<file path="src/hbs_pkg.sv">
// Shared types, constants and helpers of the heightmap bilinear sampler.
package hbs_pkg;

  localparam int STORE_AW    = 16;
  localparam int QUEUE_DEPTH = 4;
  localparam int CFG_AW      = 3;
  localparam int CFG_DW      = 32;

  localparam logic REQ_WRITE = 1'b0;

  localparam logic [8:0]         MAP_DIM_RST   = 9'd256;
  localparam logic [30:0]        CELL_SIZE_RST = 31'd65536;
  localparam logic [30:0]        INV_CELL_RST  = 31'd65536;
  localparam logic signed [31:0] GAIN_RST      = 32'sd257;

  typedef enum logic [CFG_AW-1:0] {
    CFG_MAP_WIDTH   = 3'd0,
    CFG_MAP_DEPTH   = 3'd1,
    CFG_CELL_SIZE   = 3'd2,
    CFG_INV_CELL    = 3'd3,
    CFG_HEIGHT_GAIN = 3'd4
  } cfg_idx_e;

  typedef enum logic [1:0] {
    OP_WRITE = 2'd0,
    OP_QUERY = 2'd1,
    OP_EMPTY = 2'd2
  } op_e;

  typedef struct packed {
    logic                req_type;
    logic [15:0]         sample_index;
    logic [7:0]          sample_value;
    logic signed [31:0]  query_x;
    logic signed [31:0]  query_z;
  } req_t;

  typedef struct packed {
    logic signed [31:0]  height_out;
    logic                map_loaded;
  } rsp_t;

  typedef struct packed {
    op_e                 op;
    logic [15:0]         sample_index;
    logic [7:0]          sample_value;
    logic signed [31:0]  query_x;
    logic signed [31:0]  query_z;
  } item_t;

  typedef struct packed {
    logic  push;
    item_t item;
  } push_t;

  typedef struct packed {
    logic full;
    logic empty;
  } q_stat_t;

  typedef struct packed {
    logic [8:0]          map_width;
    logic [8:0]          map_depth;
    logic [30:0]         cell_size;
    logic [30:0]         inv_cell_size;
    logic signed [31:0]  height_gain;
  } cfg_t;

  // Clamp a programmed grid dimension to the range 2 to mx.
  function automatic int unsigned eff_dim(logic [8:0] v, int unsigned mx);
    int unsigned r;
    r = 32'(v);
    if (r < 32'd2) begin
      r = 32'd2;
    end else if (r > mx) begin
      r = mx;
    end
    return r;
  endfunction

endpackage

</file>
<file path="src/hbs_queue.sv">
// Short FIFO between the front end and the execution pipeline.
module hbs_queue (
  input  logic             clk_i,
  input  logic             rst_ni,
  input  hbs_pkg::push_t   push_i,
  input  logic             pop_i,
  output hbs_pkg::item_t   head_o,
  output hbs_pkg::q_stat_t stat_o
);
  import hbs_pkg::*;

  localparam int PTR_W = $clog2(QUEUE_DEPTH);

  item_t              slot_q [QUEUE_DEPTH];
  logic [PTR_W-1:0]   wr_ptr_q, wr_ptr_d;
  logic [PTR_W-1:0]   rd_ptr_q, rd_ptr_d;
  logic [PTR_W:0]     cnt_q, cnt_d;

  assign head_o       = slot_q[rd_ptr_q];
  assign stat_o.full  = (cnt_q == (PTR_W+1)'(QUEUE_DEPTH));
  assign stat_o.empty = (cnt_q == '0);

  always_comb begin
    wr_ptr_d = push_i.push ? wr_ptr_q + 1'b1 : wr_ptr_q;
    rd_ptr_d = pop_i ? rd_ptr_q + 1'b1 : rd_ptr_q;
    cnt_d    = cnt_q + (PTR_W+1)'(push_i.push) - (PTR_W+1)'(pop_i);
  end

  always_ff @(posedge clk_i or negedge rst_ni) begin
    if (!rst_ni) begin
      wr_ptr_q <= '0;
      rd_ptr_q <= '0;
      cnt_q    <= '0;
    end else begin
      wr_ptr_q <= wr_ptr_d;
      rd_ptr_q <= rd_ptr_d;
      cnt_q    <= cnt_d;
    end
  end

  always_ff @(posedge clk_i) begin
    if (push_i.push) begin
      slot_q[wr_ptr_q] <= push_i.item;
    end
  end

endmodule

</file>
<file path="config.mk">
export PLATFORM = sky130hd
export DESIGN_NAME = hbs_queue
export DESIGN_NICKNAME = d
export VERILOG_FILES = /design/src/hbs_pkg.sv /design/src/hbs_queue.sv
export SDC_FILE = /design/constraint.sdc
export NUM_CORES = 1
export LEC_CHECK = 0
export ABC_CLOCK_PERIOD_IN_PS = 4900
export BUFFER_PORTS_ARGS = -buffer_cell sky130_fd_sc_hd__buf_2
export CORE_MARGIN = 3
export CORE_UTILIZATION = 41
export CTS_BUF_LIST = sky130_fd_sc_hd__clkbuf_16
export DETAILED_ROUTE_END_ITERATION = 16
export GPL_TIMING_DRIVEN = 0
export MAX_ROUTING_LAYER = met4
export PLACE_DENSITY = 0.56
export REMOVE_ABC_BUFFERS = 1
export SLEW_MARGIN = 25
export SYNTH_ARGS = -nofsm -noshare
export SYNTH_HDL_FRONTEND = slang
export SYNTH_SLANG_ARGS = --single-unit
</file>
<file path="constraint.sdc">
create_clock -name clk_i -period 4.9 [get_ports clk_i]
set_clock_uncertainty 0.05 [all_clocks]
set_input_delay 0.49 -clock clk_i [delete_from_list [all_inputs] [get_ports clk_i]]
set_output_delay 0.49 -clock clk_i [all_outputs]
set_load 0.01 [all_outputs]
</file>
==> impl_metrics.json, run 1 <==
{
  "status": "finished, final reports clean",
  "gp_congestion": 0.656,
  "pwr-share-clk_pct": 28.6,
  "slowest_delay_ns": 0.64,
  "mostFrequentLayoutCell": "edfxtp_1",
  "syn_area_mm2": 0.0134,
  "cts_htree_levels": 2,
  "ys_seq_elements": 367,
  "holdCritPathClass": "primary input to flip-flop",
  "grt_pass1_wl_mm": 38.9,
  "detail_route.iter0.violations": 316,
  "fin_crit_sh_pct": 61.6,
  "cts_setup_buffers": 0,
  "worst_setup_path_start_kind": "flip-flop",
  "r2r_end": "slot_q[0][75]",
  "cts.sinks": 367,
  "floorplan.initialDensity_pct": 42.0,
  "fmax_mhz": 331,
  "crit_buf_inv": 3,
  "seqPwrFrac_pct": 43.5,
  "numCtsBuffers": 39,
  "min_to": "slot_q[3][38]",
  "hold_path_depth": 1,
  "ir_worst_vdd_mv": 0.335,
  "fin_nets": 825,
  "p_comb_share_pct": 27.8,
  "grt_max_degree": 40,
  "cp.arrival_ns": 2.48,
  "required_ns": 4.36,
  "synth_area_per_cell_um2": 26.6,
  "overflow": 0,
  "syn2layout_area_growth_pct": 21.8,
  "critPathMaxFanout": 31,
  "synth_cells": 504,
  "antenna_left": 0,
  "min_period_ns": 3.02,
  "ctsRootBufferMaster": "clkbuf_16",
  "fillerInstances": 2580,
  "drv_cap": 0,
  "synth.distinct_cells": 16,
  "path_class": "flip-flop to primary output",
  "yosys_warnings": 0,
  "clkTransAtPathRegs_ns": 0.06,
  "drive_gt1_share_pct": 46.7,
  "cell_internal_pwr_uw": 7170,
  "slowest_stage": "dfrtp_4",
  "preCtsSetupSlack_ns": 2.32,
  "die_w_um": 187,
  "num_rows": 65,
  "ios": 186,
  "clock_path_buffers": 3,
  "grt_setup_unrepaired": "no",
  "tightest_slew_ns": 0.449,
  "grtUsageTotal_pct": 14.8,
  "finalSetupViolations": 0,
  "dr.pass1.iters": 4,
  "reg2reg_depth": 4,
  "p_leak_uw": 0.00560,
  "die_area_mm2": 0.0348,
  "antenna_found_initial": 2,
  "setup_slack_ns": 1.88,
  "hold_violations": 0,
  "place_hpwl_mm": 14.8,
  "critPathTopFamily": "buffers and inverters",
  "hold_start": "push_i[38]",
  "worst-r2r-setup-slack_ns": 3.11,
  "relSlewSlack_pct": 70.1,
  "ys_seq_area_share_pct": 82.1,
  "finalMaxSlewViolations": 0,
  "core-area_mm2": 0.0319,
  "drcViolationCount": 0,
  "grt_pass1_vias": 6699,
  "crit_chain": "buf_12 -> buf_16 -> mux4_2 -> buf_2",
  "p_sw_uw": 2750,
  "wl_mm": 24.7,
  "power.density_mw_per_mm2": 609,
  "numPortBuffers": 185,
  "swShare_pct": 27.8,
  "r2r-start": "wr_ptr_q[0]",
  "wl_per_cell_um": 20.8,
  "clk_latency_ns": 0.50,
  "fin_util_pct": 51.1,
  "cts_tree": "yes",
  "most-common-layout-cells": "edfxtp_1, buf_2, mux4_2",
  "end_kind": "primary output",
  "fp.dieH_um": 187,
  "num_vias": 5980,
  "via_per_inst": 5.03
}
## power groups by stage
stage | registers, µW | clock network, µW | logic (µW)
2_1_floorplan | 4560 | 0 | 1580
3_5_place_dp | 4400 | 0 | 2850
3_3_place_gp | 4790 | 0 | 2580
5_1_grt | 4380 | 3070 | 3000
4_1_cts | 4330 | 2930 | 2860
6_report | 4320 | 2840 | 2760
## cells in the mapped netlist
cell type / number / area, µm²
and2_1: 4 / 25.0
and3_1: 1 / 6.26
buf_2: 10 / 50.1
buf_4: 1 / 7.51
buf_6: 9 / 101
dfrtp_1: 7 / 175
edfxtp_1: 360 / 10800
fa_1: 1 / 20.0
ha_1: 6 / 75.1
inv_1: 6 / 22.5
mux4_2: 90 / 2030
nand2_1: 2 / 7.51
nor3_1: 1 / 5.00
o21ai_0: 1 / 5.00
xnor2_1: 3 / 26.3
xor2_1: 2 / 17.5
## worst reg2reg max path, stage by stage, from the launching register on
cell     delay (ns)
dfrtp_1        0.42
inv_1          0.10
ha_1           0.16
and2_4         0.41
buf_16         0.30
## worst max-delay path by stage
stage | cells after the start | from | endpoint | slack [ns]
6_report | 4 | rd_ptr_q[0] | head_o[27] | 1.88
5_1_grt | 4 | rd_ptr_q[0] | head_o[27] | 1.69
4_1_cts | 4 | rd_ptr_q[0] | head_o[27] | 1.76
3_5_place_dp | 4 | rd_ptr_q[0] | head_o[73] | 2.32
3_3_place_gp | 2 | rd_ptr_q[0] | head_o[36] | -1.71
2_1_floorplan | 1 | rd_ptr_q[0] | head_o[0] | 0.11
## sequential cells by signal, summed over array words and instances, names as in the netlist
| register | count |
|---|---|
| rd_ptr_q | 2 |
| slot_q | 360 |
| wr_ptr_q | 2 |
| cnt_q | 3 |
## final cells by class
class,count,area [µm²],area share [%]
diodes,2,5.00,0.0307
repair buffers,199,1240,7.62
well taps,435,544,3.34
clock inverters,28,241,1.48
flip-flops and latches,367,11000,67.4
multi-input cells,111,2220,13.6
inverters,6,22.5,0.138
clock buffers,41,1030,6.30
## stage by stage
step | area (µm²) | cells | setup TNS, ns | total power [µW] | hold WS (ns)
after detailed placement | 15000 | 1117 | 0 | 7250 | 0.282
after global placement | 14700 | 1104 | -192.20 | 7360 | 0.272
final | 16300 | 1189 | 0 | 9920 | 0.139
after floorplan | 13200 | 484 | 0 | 6140 | 0.144
after global routing | 16300 | 1189 | 0 | 10400 | 0.127
after CTS | 16300 | 1187 | 0 | 10100 | 0.113
## timing repair
item,in CTS,in global routing
hold buffers,1,0
gates resized for setup,0,0
endpoints found under the hold margin,7,0
## metal layers
metal / wire length [µm] / global-route usage, % / vias to the layer above
li1: - / - / 2618
met1: 10000 / 18.1 / 3139
met2: 12500 / 24.2 / 178
met3: 1610 / 4.21 / 45
met4: 556 / 4.10 / 0
met5: 0 / - / -
## kinds of logic (layout without fill, tap and decap cells)
family	Yosys count	in the layout	share of synthesized area (%)
DFF	367	367	82.1
muxes	90	90	15.1
buffers and inverters	26	274	1.36
and+or+nand+nor	8	8	0.327
adders and majority gates	7	7	0.711
xor gates and xnor gates	5	5	0.327
AOI/OAI and AO/OA	1	1	0.0374
other	0	2	0
(Power assumes the default switching activity.)
==> run 2: changes to the inputs <==
- ABC_CLOCK_PERIOD_IN_PS: 4900 -> 2800
- clock period: 4.9 -> 2.8 ns (I/O delays scaled with it)
==> run 2 against run 1 <==
- critical path depth did not move
- sequential power rose by 73%
- non-clock buffer count rose by 92
- sequential share of layout area fell by 3.6 points
- count of clock-buffer cells in the layout did not move
- largest power group unchanged
==> impl_metrics.json, run 2 (synthesis gave the netlist of run 1 again) <==
{
  "cts_htree_levels": 2,
  "slowest_stage": "mux4_2",
  "required_ns": 2.47,
  "min_period_ns": 2.57,
  "critPathTopFamily": "buffers and inverters",
  "p_leak_uw": 0.00598,
  "seqPwrFrac_pct": 42.8,
  "ctsRootBufferMaster": "clkbuf_16",
  "numPortBuffers": 185,
  "r2r-start": "wr_ptr_q[0]",
  "die_w_um": 187,
  "end_kind": "primary output",
  "fin_crit_sh_pct": 91.7,
  "crit_chain": "buf_4 -> buf_12 -> mux4_2 -> buf_2",
  "slowest_delay_ns": 0.54,
  "antenna_found_initial": 1,
  "critPathMaxFanout": 23,
  "ios": 186,
  "num_vias": 6310,
  "cts.sinks": 367,
  "fmax_mhz": 390,
  "die_area_mm2": 0.0348,
  "num_rows": 65,
  "antenna_left": 0,
  "reg.largest.list": "slot_q: 360 flops, cnt_q: 3 flops",
  "r2r_end": "slot_q[0][75]",
  "mostFrequentLayoutCell": "edfxtp_1",
  "relSlewSlack_pct": 69.7,
  "detail_route.iter0.violations": 310,
  "p_sw_uw": 4860,
  "core-area_mm2": 0.0319,
  "preCtsSetupSlack_ns": 0.433,
  "pwr-share-clk_pct": 28.5,
  "swShare_pct": 27.8,
  "cts_tree": "yes",
  "setup_slack_ns": 0.233,
  "floorplan.initialDensity_pct": 42.0,
  "hold_path_depth": 2,
  "grt_pass1_wl_mm": 40.4,
  "hold_slack_ns": 0.0398,
  "ir_worst_vdd_mv": 0.599,
  "seqCellArea_mm2": 0.0110,
  "drive_gt1_share_pct": 41.7,
  "reg2reg_depth": 4,
  "overflow": 0,
  "place_hpwl_mm": 14.8,
  "finalMaxSlewViolations": 0,
  "holdCritPathClass": "primary input to flip-flop",
  "p_comb_share_pct": 28.7,
  "clkTransAtPathRegs_ns": 0.05,
  "drcViolationCount": 0,
  "fillerInstances": 2505,
  "status": "finished, final reports clean",
  "numCtsBuffers": 39,
  "most-common-layout-cells": "edfxtp_1, buf_2, dlygate4sd3_1",
  "min_to": "wr_ptr_q[0]",
  "worst-r2r-setup-slack_ns": 1.01,
  "grt_max_degree": 40,
  "multi_input_area_mm2": 0.00222,
  "hold_violations": 0,
  "clock_path_buffers": 3,
  "fp.dieH_um": 187,
  "grt_pass1_vias": 7102,
  "gp_congestion": 0.656,
  "wl_per_cell_um": 19.8,
  "drv_cap": 0,
  "finalSetupTns_ns": 0,
  "grtUsageTotal_pct": 15.2,
  "tightest_slew_ns": 0.454,
  "crit_buf_inv": 3,
  "grt_setup_unrepaired": "no",
  "largest_reg_flops": 360,
  "hold_start": "push_i[90]",
  "fin_nets": 917,
  "cell_internal_pwr_uw": 12600,
  "clk_latency_ns": 0.50,
  "path_class": "flip-flop to primary output",
  "power.density_mw_per_mm2": 1020,
  "worst_setup_path_start_kind": "flip-flop",
  "top_register": "slot_q",
  "dr.pass1.iters": 4,
  "cp.arrival_ns": 2.24,
  "via_per_inst": 4.93,
  "wl_mm": 25.3,
  "syn2layout_area_growth_pct": 28.6,
  "finalSetupViolations": 0
}
## run 2: power groups by stage
| stage | clock network, µW | logic [µW] | registers [µW] |
|---|---|---|---|
| 2_1_floorplan | 0 | 2600 | 7940 |
| 3_3_place_gp | 0 | 3520 | 8120 |
| 3_5_place_dp | 0 | 5000 | 7690 |
| 4_1_cts | 5130 | 5200 | 7510 |
| 5_1_grt | 5380 | 5460 | 7590 |
| 6_report | 4980 | 5020 | 7490 |
## run 2: final cells by class
| type | count | share of cell area, % |
|---|---|---|
| antenna | 1 | 0.0145 |
| clock buffer | 41 | 5.96 |
| clock inverter | 28 | 1.40 |
| inverter | 6 | 0.131 |
| multi-input combinational | 111 | 12.9 |
| sequential | 367 | 63.9 |
| tap | 435 | 3.16 |
| timing repair buffer | 291 | 12.5 |
## run 2: how the worst max path moves through the flow
stage,from,endpoint,slack (ns),depth (start not counted)
after floorplan,rd_ptr_q[0],head_o[0],-1.78,1
after global placement,rd_ptr_q[0],head_o[36],-3.60,2
after detailed placement,rd_ptr_q[0],head_o[73],0.43,4
after CTS,rd_ptr_q[0],head_o[22],0.15,4
after global routing,rd_ptr_q[0],head_o[3],0.08,4
final,rd_ptr_q[0],head_o[22],0.23,4
## run 2: stage by stage
stage               cell area [µm²]  power (µW)  instances  util (%)
global placement              14700       11600       1104      46.1
floorplan                     13200       10500        484         -
CTS                           17200       17800       1279      54.0
detailed placement            15000       12700       1117      47.1
global route                  17200       18400       1280      54.0
finish                        17200       17500       1280      54.0
## run 2: timing repair
| item | CTS | global route |
|---|---|---|
| resized for setup | 0 | 0 |
| setup buffers | 1 | 0 |
| endpoints found under the setup margin | 31 | 0 |
| hold endpoints to repair | 369 | 0 |
| hold buffers | 92 | 0 |
## run 2: routing by layer
layer  vias to the layer above  routed length [µm]  track usage, %
met5                         -                   0               -
met4                         0                 554            4.19
met3                        45                1540            3.64
met2                       192               12800            25.1
met1                      3275               10400            19.1
li1                       2798                   -               -
